$ cat src/rtl/irpfd_pkg.sv
// shared constants, types and size helpers for the ir pulse frame decoder
package irpfd_pkg;

	localparam int DUR_W      = 15;
	localparam int CNT_W      = 10;
	localparam int IDLE_W     = 8;
	localparam int CODING_W   = 2;
	localparam int BYTE_W     = 8;
	localparam int BYTE_IDX_W = 6;
	localparam int STORE_BITS = 512;
	localparam int WORD_W     = 16;
	localparam int CFG_IDX_W  = 2;
	localparam int CFG_DATA_W = 15;

	localparam int MAX_SYMBOLS_DEF = 256;

	// configuration register indexes
	localparam logic [CFG_IDX_W-1:0] CFG_BIT_TH     = 2'd0;
	localparam logic [CFG_IDX_W-1:0] CFG_LEAD_TH    = 2'd1;
	localparam logic [CFG_IDX_W-1:0] CFG_IDLE_TICKS = 2'd2;

	localparam logic [DUR_W-1:0]  BIT_TH_RST     = 15'd800;
	localparam logic [DUR_W-1:0]  LEAD_TH_RST    = 15'd2000;
	localparam logic [IDLE_W-1:0] IDLE_TICKS_RST = 8'd3;

	localparam logic REQ_SYMBOL = 1'b0;
	localparam logic REQ_TICK   = 1'b1;

	localparam logic KIND_DATA = 1'b0;
	localparam logic KIND_IDLE = 1'b1;

	localparam logic [CODING_W-1:0] CODING_UNKNOWN = 2'd0;
	localparam logic [CODING_W-1:0] CODING_ZERO    = 2'd1;
	localparam logic [CODING_W-1:0] CODING_DIST    = 2'd2;
	localparam logic [CODING_W-1:0] CODING_LEN     = 2'd3;

	typedef struct packed {
		logic                frame;
		logic                idle;
		logic [CODING_W-1:0] coding;
		logic [CNT_W-1:0]    total;
		logic [DUR_W-1:0]    lead_mark;
		logic [DUR_W-1:0]    lead_space;
	} emit_req_t;

	function automatic int bit_cap(input int max_symbols);
		return (2 * max_symbols > STORE_BITS) ? STORE_BITS : 2 * max_symbols;
	endfunction

	function automatic int word_depth(input int max_symbols);
		return (bit_cap(max_symbols) + WORD_W - 1) / WORD_W;
	endfunction

	function automatic int addr_w(input int max_symbols);
		return (word_depth(max_symbols) > 1) ? $clog2(word_depth(max_symbols)) : 1;
	endfunction

endpackage

$ cat src/rtl/irpfd_ram.sv
// generic single write port ram with registered read
module irpfd_ram #(
	parameter int WIDTH = 16,
	parameter int DEPTH = 32,
	parameter int AW    = (DEPTH > 1) ? $clog2(DEPTH) : 1
) (
	input  logic             clk,
	input  logic             we,
	input  logic [AW-1:0]    waddr,
	input  logic [WIDTH-1:0] wdata,
	input  logic             re,
	input  logic [AW-1:0]    raddr,
	output logic [WIDTH-1:0] rdata
);

	logic [WIDTH-1:0] mem [DEPTH];
	logic [WIDTH-1:0] rdata_q;

	always_ff @(posedge clk) begin
		if (we) begin
			mem[waddr] <= wdata;
		end
		if (re) begin
			rdata_q <= mem[raddr];
		end
	end

	assign rdata = rdata_q;

endmodule

$ cat src/rtl/irpfd_collect.sv
// symbol intake: bit slicing, word assembly into the bit store, leader and idle tracking
module irpfd_collect
	import irpfd_pkg::*;
#(
	parameter int MAX_SYMBOLS = MAX_SYMBOLS_DEF,
	parameter int AW          = addr_w(MAX_SYMBOLS)
) (
	input  logic              clk,
	input  logic              arst_n,
	input  logic              in_valid,
	output logic              in_stall,
	input  logic              req_type,
	input  logic [DUR_W-1:0]  mark_us,
	input  logic [DUR_W-1:0]  space_us,
	input  logic              frame_end,
	input  logic [DUR_W-1:0]  bit_th,
	input  logic [DUR_W-1:0]  lead_th,
	input  logic [IDLE_W-1:0] idle_ticks,
	input  logic              emit_ready,
	output emit_req_t         emit_req,
	output logic              ram_we,
	output logic [AW-1:0]     ram_waddr,
	output logic [WORD_W-1:0] ram_wdata
);

	localparam int BIT_CAP = bit_cap(MAX_SYMBOLS);

	logic [CNT_W-1:0]  cnt_q, cnt_nxt;
	logic [WORD_W-1:0] word_q, word_nxt;
	logic              any_even_q, any_odd_q, any_even_nxt, any_odd_nxt;
	logic [DUR_W-1:0]  lead_mark_q, lead_space_q;
	logic              start_q;
	logic [IDLE_W-1:0] idle_q;

	logic       accept, is_sym, is_tick;
	logic       lead_hit, mark_bit, space_bit, space_push, room, push;
	logic [1:0] inc;
	logic [3:0] pos;
	logic       idle_fire;

	assign in_stall = ~emit_ready;
	assign accept   = in_valid & emit_ready;
	assign is_sym   = accept & (req_type == REQ_SYMBOL);
	assign is_tick  = accept & (req_type == REQ_TICK);

	assign lead_hit   = start_q & (mark_us > lead_th);
	assign mark_bit   = mark_us >= bit_th;
	assign space_bit  = space_us >= bit_th;
	// a zero space on the closing symbol is not a bit
	assign space_push = (space_us != '0) | ~frame_end;
	assign room       = cnt_q < CNT_W'(BIT_CAP);
	assign push       = ~lead_hit & room;
	assign pos        = cnt_q[3:0];
	assign inc        = push ? (space_push ? 2'd2 : 2'd1) : 2'd0;
	assign cnt_nxt    = cnt_q + CNT_W'(inc);

	// marks always land on even positions, so both bits share one word
	always_comb begin
		word_nxt = word_q;
		if (push) begin
			word_nxt[{pos[3:1], 1'b0}] = mark_bit;
			if (space_push) begin
				word_nxt[{pos[3:1], 1'b1}] = space_bit;
			end
		end
	end

	assign any_even_nxt = any_even_q | (push & mark_bit);
	assign any_odd_nxt  = any_odd_q | (push & space_push & space_bit);

	// write a full word, or the partial word at frame end
	assign ram_we    = is_sym & ((push & ((cnt_nxt[3:0] == 4'd0) | frame_end))
		| (frame_end & ~push & (pos != 4'd0)));
	assign ram_waddr = cnt_q[AW+3:4];
	assign ram_wdata = word_nxt;

	assign idle_fire = is_tick & (idle_q != '0) & (idle_q >= idle_ticks);

	always_comb begin
		emit_req            = '0;
		emit_req.frame      = is_sym & frame_end & (cnt_nxt != '0);
		emit_req.idle       = idle_fire;
		emit_req.lead_mark  = lead_hit ? mark_us : lead_mark_q;
		emit_req.lead_space = lead_hit ? space_us : lead_space_q;
		if (!(any_even_nxt | any_odd_nxt)) begin
			emit_req.coding = CODING_ZERO;
			emit_req.total  = cnt_nxt;
		end else if (!any_odd_nxt) begin
			emit_req.coding = CODING_LEN;
			emit_req.total  = cnt_nxt >> 1;
		end else if (!any_even_nxt) begin
			emit_req.coding = CODING_DIST;
			emit_req.total  = cnt_nxt >> 1;
		end else begin
			emit_req.coding = CODING_UNKNOWN;
			emit_req.total  = cnt_nxt;
		end
	end

	always_ff @(posedge clk) begin
		if (is_sym) begin
			word_q <= word_nxt;
		end
	end

	always_ff @(posedge clk or negedge arst_n) begin
		if (!arst_n) begin
			cnt_q        <= '0;
			any_even_q   <= 1'b0;
			any_odd_q    <= 1'b0;
			lead_mark_q  <= '0;
			lead_space_q <= '0;
			start_q      <= 1'b1;
			idle_q       <= '0;
		end else begin
			if (is_sym) begin
				if (frame_end) begin
					cnt_q        <= '0;
					any_even_q   <= 1'b0;
					any_odd_q    <= 1'b0;
					lead_mark_q  <= '0;
					lead_space_q <= '0;
					start_q      <= 1'b1;
					idle_q       <= IDLE_W'(1);
				end else begin
					cnt_q      <= cnt_nxt;
					any_even_q <= any_even_nxt;
					any_odd_q  <= any_odd_nxt;
					start_q    <= 1'b0;
					if (lead_hit) begin
						lead_mark_q  <= mark_us;
						lead_space_q <= space_us;
					end
				end
			end
			if (is_tick && idle_q != '0) begin
				if (idle_fire) begin
					idle_q <= '0;
				end else begin
					idle_q <= idle_q + IDLE_W'(1);
				end
			end
		end
	end

endmodule

$ cat src/rtl/irpfd_emit.sv
// frame emission: walks the bit store with one word read per byte and drives the result register
module irpfd_emit
	import irpfd_pkg::*;
#(
	parameter int MAX_SYMBOLS = MAX_SYMBOLS_DEF,
	parameter int AW          = addr_w(MAX_SYMBOLS)
) (
	input  logic                clk,
	input  logic                arst_n,
	input  emit_req_t           emit_req,
	output logic                emit_ready,
	output logic                ram_re,
	output logic [AW-1:0]       ram_raddr,
	input  logic [WORD_W-1:0]   ram_rdata,
	output logic                out_valid,
	input  logic                out_stall,
	output logic                result_kind,
	output logic [CODING_W-1:0] coding,
	output logic [DUR_W-1:0]    lead_mark_us,
	output logic [DUR_W-1:0]    lead_space_us,
	output logic [CNT_W-1:0]    bit_total,
	output logic [BYTE_W-1:0]   data_byte,
	output logic                last
);

	localparam logic [1:0] ST_IDLE = 2'd0;
	localparam logic [1:0] ST_READ = 2'd1;
	localparam logic [1:0] ST_BYTE = 2'd2;

	logic [1:0]            state_q;
	logic [CODING_W-1:0]   coding_q;
	logic [CNT_W-1:0]      total_q;
	logic [DUR_W-1:0]      lead_mark_q, lead_space_q;
	logic [BYTE_IDX_W-1:0] byte_idx_q, last_idx_q;

	logic                out_valid_q, kind_q, last_q;
	logic [CODING_W-1:0] out_coding_q;
	logic [DUR_W-1:0]    out_lead_mark_q, out_lead_space_q;
	logic [CNT_W-1:0]    out_total_q;
	logic [BYTE_W-1:0]   out_byte_q;

	logic                  out_free, raw, is_last, load_byte;
	logic [BYTE_W-1:0]     byte_sel, byte_mask;
	logic [2:0]            tail;
	logic [CNT_W-1:0]      total_m1;
	logic [BYTE_IDX_W-1:0] req_last_idx;

	function automatic logic [BYTE_W-1:0] pick_bits(input logic [WORD_W-1:0] w,
		input logic odd);
		logic [BYTE_W-1:0] r;
		for (int i = 0; i < BYTE_W; i++) begin
			r[i] = w[2 * i + (odd ? 1 : 0)];
		end
		return r;
	endfunction

	assign out_free   = ~out_valid_q | ~out_stall;
	assign emit_ready = (state_q == ST_IDLE) & out_free;

	// raw codings pack two bytes per word, coded ones take one byte per word
	assign raw       = (coding_q == CODING_UNKNOWN) | (coding_q == CODING_ZERO);
	assign ram_re    = state_q == ST_READ;
	assign ram_raddr = raw ? byte_idx_q[AW:1] : byte_idx_q[AW-1:0];

	always_comb begin
		case (coding_q)
			CODING_LEN:  byte_sel = pick_bits(ram_rdata, 1'b0);
			CODING_DIST: byte_sel = pick_bits(ram_rdata, 1'b1);
			default:     byte_sel = byte_idx_q[0] ? ram_rdata[15:8] : ram_rdata[7:0];
		endcase
	end

	assign is_last = byte_idx_q == last_idx_q;
	assign tail    = total_q[2:0];

	always_comb begin
		byte_mask = '1;
		if (is_last) begin
			if (total_q == '0) begin
				byte_mask = '0;
			end else if (tail != 3'd0) begin
				byte_mask = ~(8'hFF << tail);
			end
		end
	end

	assign total_m1     = emit_req.total - CNT_W'(1);
	assign req_last_idx = (emit_req.total == '0) ? '0 : total_m1[8:3];
	assign load_byte    = (state_q == ST_BYTE) & out_free;

	always_ff @(posedge clk) begin
		if (emit_ready && emit_req.frame) begin
			coding_q     <= emit_req.coding;
			total_q      <= emit_req.total;
			lead_mark_q  <= emit_req.lead_mark;
			lead_space_q <= emit_req.lead_space;
			last_idx_q   <= req_last_idx;
		end
		if (emit_ready && emit_req.idle) begin
			kind_q           <= KIND_IDLE;
			out_coding_q     <= CODING_UNKNOWN;
			out_lead_mark_q  <= '0;
			out_lead_space_q <= '0;
			out_total_q      <= '0;
			out_byte_q       <= '0;
			last_q           <= 1'b1;
		end else if (load_byte) begin
			kind_q           <= KIND_DATA;
			out_coding_q     <= coding_q;
			out_lead_mark_q  <= lead_mark_q;
			out_lead_space_q <= lead_space_q;
			out_total_q      <= total_q;
			out_byte_q       <= byte_sel & byte_mask;
			last_q           <= is_last;
		end
	end

	always_ff @(posedge clk or negedge arst_n) begin
		if (!arst_n) begin
			state_q     <= ST_IDLE;
			byte_idx_q  <= '0;
			out_valid_q <= 1'b0;
		end else begin
			if ((emit_ready && emit_req.idle) || load_byte) begin
				out_valid_q <= 1'b1;
			end else if (!out_stall) begin
				out_valid_q <= 1'b0;
			end
			case (state_q)
				ST_IDLE: begin
					if (emit_ready && emit_req.frame) begin
						byte_idx_q <= '0;
						state_q    <= ST_READ;
					end
				end
				ST_READ: begin
					state_q <= ST_BYTE;
				end
				ST_BYTE: begin
					if (out_free) begin
						byte_idx_q <= byte_idx_q + BYTE_IDX_W'(1);
						state_q    <= is_last ? ST_IDLE : ST_READ;
					end
				end
				default: begin
					state_q <= ST_IDLE;
				end
			endcase
		end
	end

	assign out_valid     = out_valid_q;
	assign result_kind   = kind_q;
	assign coding        = out_coding_q;
	assign lead_mark_us  = out_lead_mark_q;
	assign lead_space_us = out_lead_space_q;
	assign bit_total     = out_total_q;
	assign data_byte     = out_byte_q;
	assign last          = last_q;

endmodule

$ cat src/rtl/ir_pulse_frame_decoder.sv
// Top level of the ir pulse frame decoder: configuration registers, intake, bit store, emission.
// Each request (a mark/space duration pair or a timeout tick) is accepted while in_stall is low; the slicing
// of a symbol into bits, the leader check and the idle count all settle on the accepting edge.
// Sliced bits are packed into 16-bit words and written to a word RAM of ceil(min(2*MAX_SYMBOLS,
// 512)/16) entries with a registered read. A request that closes a nonempty frame starts
// emission, during which the input is stalled: each result byte takes a RAM read and then a load of
// the result register, which waits while the output is stalled. A frame yields max(1,
// ceil(bit_total/8)) result bytes (up to 64). An idle report is loaded directly into the result
// register on the accepting edge. The bit store needs no clearing pass after reset.
module ir_pulse_frame_decoder
	import irpfd_pkg::*;
#(
	parameter int MAX_SYMBOLS = MAX_SYMBOLS_DEF
) (
	input  logic                  clk,
	input  logic                  arst_n,
	input  logic                  in_valid,
	output logic                  in_stall,
	input  logic                  req_type,
	input  logic [DUR_W-1:0]      mark_us,
	input  logic [DUR_W-1:0]      space_us,
	input  logic                  frame_end,
	output logic                  out_valid,
	input  logic                  out_stall,
	output logic                  result_kind,
	output logic [CODING_W-1:0]   coding,
	output logic [DUR_W-1:0]      lead_mark_us,
	output logic [DUR_W-1:0]      lead_space_us,
	output logic [CNT_W-1:0]      bit_total,
	output logic [BYTE_W-1:0]     data_byte,
	output logic                  last,
	input  logic                  cfg_valid,
	output logic                  cfg_ready,
	input  logic [CFG_IDX_W-1:0]  cfg_index,
	input  logic [CFG_DATA_W-1:0] cfg_data
);

	localparam int AW    = addr_w(MAX_SYMBOLS);
	localparam int DEPTH = word_depth(MAX_SYMBOLS);

	logic [DUR_W-1:0]  bit_th_q, lead_th_q;
	logic [IDLE_W-1:0] idle_ticks_q;

	emit_req_t         emit_req;
	logic              emit_ready;
	logic              ram_we, ram_re;
	logic [AW-1:0]     ram_waddr, ram_raddr;
	logic [WORD_W-1:0] ram_wdata, ram_rdata;

	assign cfg_ready = 1'b1;

	always_ff @(posedge clk or negedge arst_n) begin
		if (!arst_n) begin
			bit_th_q     <= BIT_TH_RST;
			lead_th_q    <= LEAD_TH_RST;
			idle_ticks_q <= IDLE_TICKS_RST;
		end else if (cfg_valid) begin
			case (cfg_index)
				CFG_BIT_TH:     bit_th_q     <= cfg_data[DUR_W-1:0];
				CFG_LEAD_TH:    lead_th_q    <= cfg_data[DUR_W-1:0];
				CFG_IDLE_TICKS: idle_ticks_q <= cfg_data[IDLE_W-1:0];
				default: begin
				end
			endcase
		end
	end

	irpfd_collect #(
		.MAX_SYMBOLS (MAX_SYMBOLS),
		.AW          (AW)
	) u_collect (
		.clk        (clk),
		.arst_n     (arst_n),
		.in_valid   (in_valid),
		.in_stall   (in_stall),
		.req_type   (req_type),
		.mark_us    (mark_us),
		.space_us   (space_us),
		.frame_end  (frame_end),
		.bit_th     (bit_th_q),
		.lead_th    (lead_th_q),
		.idle_ticks (idle_ticks_q),
		.emit_ready (emit_ready),
		.emit_req   (emit_req),
		.ram_we     (ram_we),
		.ram_waddr  (ram_waddr),
		.ram_wdata  (ram_wdata)
	);

	irpfd_ram #(
		.WIDTH (WORD_W),
		.DEPTH (DEPTH),
		.AW    (AW)
	) u_bit_store (
		.clk   (clk),
		.we    (ram_we),
		.waddr (ram_waddr),
		.wdata (ram_wdata),
		.re    (ram_re),
		.raddr (ram_raddr),
		.rdata (ram_rdata)
	);

	irpfd_emit #(
		.MAX_SYMBOLS (MAX_SYMBOLS),
		.AW          (AW)
	) u_emit (
		.clk           (clk),
		.arst_n        (arst_n),
		.emit_req      (emit_req),
		.emit_ready    (emit_ready),
		.ram_re        (ram_re),
		.ram_raddr     (ram_raddr),
		.ram_rdata     (ram_rdata),
		.out_valid     (out_valid),
		.out_stall     (out_stall),
		.result_kind   (result_kind),
		.coding        (coding),
		.lead_mark_us  (lead_mark_us),
		.lead_space_us (lead_space_us),
		.bit_total     (bit_total),
		.data_byte     (data_byte),
		.last          (last)
	);

endmodule
$ cat config.mk
export PLATFORM = sky130hd
export DESIGN_NAME = ir_pulse_frame_decoder
export DESIGN_NICKNAME = d
export VERILOG_FILES = /design/src/rtl/irpfd_pkg.sv /design/src/rtl/irpfd_ram.sv /design/src/rtl/irpfd_collect.sv /design/src/rtl/irpfd_emit.sv /design/src/rtl/ir_pulse_frame_decoder.sv
export SDC_FILE = /design/constraint.sdc
export NUM_CORES = 1
export LEC_CHECK = 0
export BUFFER_PORTS_ARGS = -buffer_cell sky130_fd_sc_hd__buf_4
export CORE_MARGIN = 5
export CORE_UTILIZATION = 35
export DETAILED_ROUTE_END_ITERATION = 7
export MAX_ROUTING_LAYER = met4
export SYNTH_ARGS = -nofsm -noshare
export SYNTH_HDL_FRONTEND = slang
export SYNTH_SLANG_ARGS = --single-unit
$ cat constraint.sdc
create_clock -name clk -period 6.45 [get_ports clk]
set_input_delay 1.6125 -clock clk [delete_from_list [all_inputs] [get_ports clk]]
set_output_delay 1.6125 -clock clk [all_outputs]
set_load 0.05 [all_outputs]
==> impl_metrics.yaml, run 1 <==
worst_setup_path:
  path_buf_inv: 4
  worst_path_max_delay_cell: "fa_1"
  cp.required_ps: 6730
  path_depth: 19
  start_kind: "input pin"
  path_delay_family: "simple AND/OR/NAND/NOR gates"
  crit_type: "in -> reg"
  end_kind: "register"
  rr_endpoint: "u_bit_store.mem[15][1]"
  r2r_cells: 19
  r2r_slack_ps: 1440
  cp_max_fo: 16
  worstPathArrival_ps: 5890
  r2r-start: "lead_th_q[9]"
  crit_end: "u_bit_store.mem[15][1]"
  crit_chain: "buf_4, ha_1, and3_1, nand4_1, o31a_1, o21a_1, nor3_1, ha_1, inv_1, fa_1, xor2_1, nand2_1, nor3_1, a22oi_1, nor2_1, nand3_1, buf_4, nor2_1, buf_4"
  crit_top_cell: "buf_4"
  worstSetupStartpoint: "mark_us[14]"
  max_stage_delay_ps: 460
die:
  io_pins: 109
  dieArea_um2: 94600
  placementRows: 109
  coreArea_um2: 88100
  fp.dieW_um: 308
  start_util_pct: 35.2
  die_y_um: 308
global_routing:
  first_global_vias: 18400
  grt_pass1_wl_um: 116000
  antenna_found_initial: 1
  grt_max_degree: 104
  overflow: 0
  grt_usage_pct: 16.4
synthesis:
  netlist_top_cells_count: "edfxtp_1, nand2_1, mux4_2, nand3_1, dfrtp_1"
  synthSimpleGateAreaFrac_pct: 8.26
  ys.flop_type: "edfxtp_1"
  synth_seq_cells: 742
  synth_top_area_share_pct: 57.4
  synth_edf_count: 592
  syn_inst: 2028
  seq_area_frac_synth_pct: 68.7
  synth_top_family_by_area: "multiplexers"
  syn_nets: 2143
  yosysWarnings: 0
  synth_xor_area_share_pct: 0.565
  synth_area_leaders: "edfxtp_1, mux4_2, dfrtp_1, nand2_1, dfxtp_1"
  synth_compound_area_share_pct: 5.24
  synth.distinct_cells: 71
  synthAdderAreaFrac_pct: 2.49
  netlist_area_um2: 31000
  synth-async-reset-ratio_pct: 13.2
  synthMuxAreaShare_pct: 12.7
  yosys.area.top_type: "edfxtp_1"
  synth.most_common_cell: "edfxtp_1"
  avgSynthCellArea_um2: 15.3
placement:
  place_area_um2: 33500
  placed_cells: 3267
  post-place-ws_ps: 247
  port_buffers: 107
  gp_congestion: 0.930
  place_hpwl_um: 49200
final_layout:
  nets: 2296
  areaGrowthSynthToFinish_pct: 16.2
  stdcell_count: 3408
  final_layout_size_suffix_gt1_share_pct: 24.0
  fin_area_um2: 36000
timing:
  setup_tns_ps: 0
  slew-limit-headroom_pct: 17.3
  fin_ws_ps: 840
  min_period_ps: 5610
  setup_violations: 0
  worstMarginPinSlew_ps: 1210
  hold_viol: 0
  max_freq_mhz: 178
  rsz0062_at_grt: "false"
  clock_skew_ps: 31.5
  finalCritPeriodShare_pct: 87.0
  drv_slew: 0
route:
  drt_pre_antenna_iters: 5
  via_count: 17900
  route.detailed.drc: 0
  wl_um: 76300
  wl_per_cell_um: 22.4
  drtAntennaViolNets: 0
  viasPerCell: 5.25
  drt_iter0_drc: 1706
flow_run:
  drv_cap: 0
clock_tree:
  cts-hold-fix-buffers: 0
  cts_tree: "built"
  post_cts_buffers: 0
  h-tree-depth: 3
  root_buffer: "clkbuf_16"
  cts_resized: 0
  clk_latency_ps: 620
  clock_path_buffers: 3
  path_clk_slew_ps: 60
  cts.sinks: 742
  cts-buffers-inserted: 77
power:
  p_leak_uw: 0.0131
  powerDensity_nw_per_um2: 406
  ir_drop_mv: 0.352
min_path:
  min_path_type: "reg -> reg"
run_status:
  status: "complete, no violations"
-- kinds of logic after synthesis --
logic type               Yosys count
flip-flops                       742
XOR/XNOR                          20
other                              1
adder cells (fa/ha/maj)           61
multiplexers                     222
AO/OA/AOI/OAI                    248
AND/OR/NAND/NOR                  573
buffers and inverters            161
-- where the power goes --
| part | switching [µW] | internal, µW | total [µW] |
|---|---|---|---|
| registers | 310 | 5990 | 6300 |
| clock network | 1830 | 2610 | 4440 |
| logic | 2510 | 1360 | 3870 |
-- how the worst min path moves through the flow --
| stage | startpoint | endpoint | depth (start not counted) |
|---|---|---|---|
| 2_1_floorplan | u_collect.start_q | u_collect.start_q | 2 |
| 3_3_place_gp | u_emit.result_kind | u_emit.result_kind | 1 |
| 3_5_place_dp | u_emit.bit_total[6] | u_emit.bit_total[6] | 2 |
| 4_1_cts | u_emit.bit_total[6] | u_emit.bit_total[6] | 2 |
| 5_1_grt | u_emit.bit_total[6] | u_emit.bit_total[6] | 2 |
| 6_report | u_emit.lead_space_us[8] | u_emit.lead_space_us[8] | 2 |
-- per-layer routing --
metal	global-route usage (%)	vias to the layer above	wire length, µm
li1	-	8056	-
met1	21.1	9131	31800
met2	26.9	579	37600
met3	2.90	109	4750
met4	4.92	0	2080
met5	-	-	0
-- registers in the layout, indices dropped and copies added, names as in the netlist, 15 cells and up --
register and count:
u_bit_store.rdata 16, lead_th_q 15, u_collect.lead_mark_q 15, u_emit.lead_mark_q 15, u_emit.lead_space_us 15, u_emit.lead_space_q 15
u_emit.lead_mark_us 15, u_bit_store.mem 512, u_collect.word_q 16, bit_th_q 15, u_collect.lead_space_q 15
-- worst min-delay path, delay by kind of cell (launching register included) --
family / cells / cell delay (ps)
compound gates: 1 / 50
simple gates: 1 / 50
flops: 1 / 310
-- placed cells by master (no fill, tap or decap), drive strengths merged, types with 4 or more instances in the layout --
cell type	count
a21o	15
mux2i	19
a2111oi	7
a211o	5
nand3	103
bufinv	8
a221o	4
dfstp	12
and3	13
nand3b	9
xnor2	7
nor4	10
ha	60
dfrtp	86
nand4	12
nor2b	13
mux2	75
buf	182
nor2	84
nor3	15
a21oi	84
edfxtp	592
a31oi	11
a211oi	14
clkbuf	93
or3	5
xor2	13
clkinv	34
mux4	128
a22o	31
inv	55
nand2b	9
dfxtp	52
o21ai	52
nand2	291
-- per-stage QoR --
step | power, µW | utilization (%) | hold WS (ps)
floorplan | 8960 | - | 439
global placement | 10200 | 38.0 | 442
detailed placement | 10300 | 38.0 | 450
CTS | 14700 | 40.9 | 458
global route | 15300 | 40.9 | 473
finish | 14600 | 40.9 | 455
-- cell type report --
cell class,count,area [µm²]
Fill cell,8021,52100
Sequential cell,742,21300
Multi-Input combinational cell,1125,9130
Clock buffer,93,2060
Tap cell,1165,1460
Timing Repair Buffer,182,1390
Clock inverter,47,467
Inverter,53,201
Antenna cell,1,2.50
No activity file was read; power rests on OpenSTA's default activity.
==> run 2, diff against run 1 <==
==> constraint.sdc (replaced) <==
create_clock -name clk -period 6.45 [get_ports clk]
set_input_delay 0.3225 -clock clk [delete_from_list [all_inputs] [get_ports clk]]
set_output_delay 0.3225 -clock clk [all_outputs]
set_load 0.05 [all_outputs]
==> run 2 against run 1 <==
  * Routed wire length up 0.56%
  * Clock power about the same
  * Worst setup slack better by 110 ps
  * Core utilization down 0.061 points
  * Global-route usage about the same
  * Final area down 0.15%
  * Clock-buffer cell count up 1
  * First-iteration DRC count down 25%
  * Critical path depth down 3
  * Largest power group unchanged
==> impl_metrics.yaml, run 2 (same netlist as run 1, synthesis figures left out) <==
clock_tree:
  h-tree-depth: 3
  cts-hold-fix-buffers: 17
  root_buffer: "clkbuf_16"
  cts-buffers-inserted: 75
  cts_resized: 0
  clock_path_buffers: 3
  clk_latency_ps: 620
  cts.sinks: 742
  path_clk_slew_ps: 60
  post_cts_buffers: 0
  cts_tree: "built"
worst_setup_path:
  worstPathArrival_ps: 5990
  crit_type: "reg -> reg"
  cp.required_ps: 6940
  path_delay_family: "simple AND/OR/NAND/NOR gates"
  cp_max_fo: 53
  worstSetupStartpoint: "lead_th_q[8]"
  end_kind: "register"
  max_stage_delay_ps: 530
  r2r-start: "lead_th_q[8]"
  crit_top_cell: "nand4_1"
  path_buf_inv: 1
  start_kind: "register"
  worst_path_max_delay_cell: "dfstp_2"
  crit_chain: "inv_1, ha_1, and3_1, nand4_1, o31a_1, o22ai_2, nand2_1, fa_1, nand3b_1, nor2_1, xnor2_1, nand4_1, or3_4, o21ba_4, nand2b_4, mux2_4"
run_status:
  status: "complete, no violations"
final_layout:
  mostFrequentLayoutCells: "edfxtp_1, nand2_1, buf_4"
  nets: 2285
  areaGrowthSynthToFinish_pct: 16.0
  final_layout_size_suffix_gt1_share_pct: 22.8
  final_common_cell: "edfxtp_1"
  top_register: "u_bit_store.mem"
  stdcell_count: 3394
  largest_reg_flops: 512
route:
  drt_iter0_drc: 1280
  viasPerCell: 5.23
  via_count: 17800
  drt_pre_antenna_iters: 5
  drtAntennaViolNets: 0
  route.detailed.drc: 0
  wl_um: 76700
  wl_per_cell_um: 22.6
die:
  io_pins: 109
  fp.dieW_um: 308
  start_util_pct: 35.2
  die_y_um: 308
  placementRows: 109
  coreArea_um2: 88100
  dieArea_um2: 94600
timing:
  max_freq_mhz: 182
  clock_skew_ps: 34.9
  setup_violations: 0
  rsz0062_at_grt: "false"
  drv_slew: 0
  min_period_ps: 5500
  fin_ws_ps: 952
  slew-limit-headroom_pct: 20.4
  hold_viol: 0
  worstMarginPinSlew_ps: 1190
  finalCritPeriodShare_pct: 85.2
  setup_tns_ps: 0
global_routing:
  grt_usage_pct: 16.4
  grt_pass1_wl_um: 115000
  first_global_vias: 18200
  overflow: 0
  grt_max_degree: 129
  antenna_found_initial: 0
placement:
  gp_congestion: 0.879
  post-place-ws_ps: 988
  place_hpwl_um: 47400
  port_buffers: 107
  placed_cells: 3241
power:
  powerDensity_nw_per_um2: 406
  total_power_uw: 14600
  ir_drop_mv: 0.423
  p_leak_uw: 0.0130
min_path:
  hp-start: "mark_us[0]"
  min_path_type: "in -> reg"
flow_run:
  drv_cap: 0
[run 2: changes by cell type in the layout (fill, tap and decap cells not counted), sizes merged]
| cell | change |
|---|---|
| clkinvlp | -2 |
| dlygate4sd3 | +17 |
| inv | -2 |
| clkinv | -4 |
| bufinv | +2 |
| buf | -26 |
| clkbuf | +1 |
[run 2: final timing paths]
path	slack [ps]	depth (start not counted)	to
worst min-delay path	60	2	u_emit.lead_mark_q[0]
max in group asynchronous	5000	3	u_emit.byte_idx_q[4]
worst max register to register	950	16	u_emit.byte_idx_q[0]
worst max-delay path	950	16	u_emit.byte_idx_q[0]
min in group asynchronous	260	2	u_collect.lead_mark_q[8]
worst min register to register	460	2	u_emit.lead_space_us[10]
[run 2: layer usage]
| metal | GRT usage (%) | share of wire, % |
|---|---|---|
| met5 | - | 0 |
| met3 | 2.73 | 5.7 |
| met4 | 4.86 | 2.7 |
| met1 | 20.8 | 42 |
| met2 | 27.5 | 50 |
[run 2: area by class of cell]
type                       instances  area, µm²
fill                            8003      52200
sequential                       742      21300
multi-input combinational       1125       9130
clock buffer                      94       2000
tap                             1165       1460
timing repair buffer             173       1370
clock inverter                    41        498
inverter                          53        201
antenna                            1       2.50
[run 2: stage by stage]
step	util, %	area (µm²)	hold slack (ps)
after global placement	37.8	33300	372
final	40.8	35900	59.4
after CTS	40.8	35900	17.1
after detailed placement	37.8	33300	385
after global routing	40.8	35900	46.9
after floorplan	-	31000	26.9
[run 2: power by group]
group          total (µW)  internal (µW)  switching [µW]  leakage, µW
Sequential           6310           5990             318      0.00703
Clock                4420           2610            1810      0.00123
Combinational        3860           1340            2520      0.00477
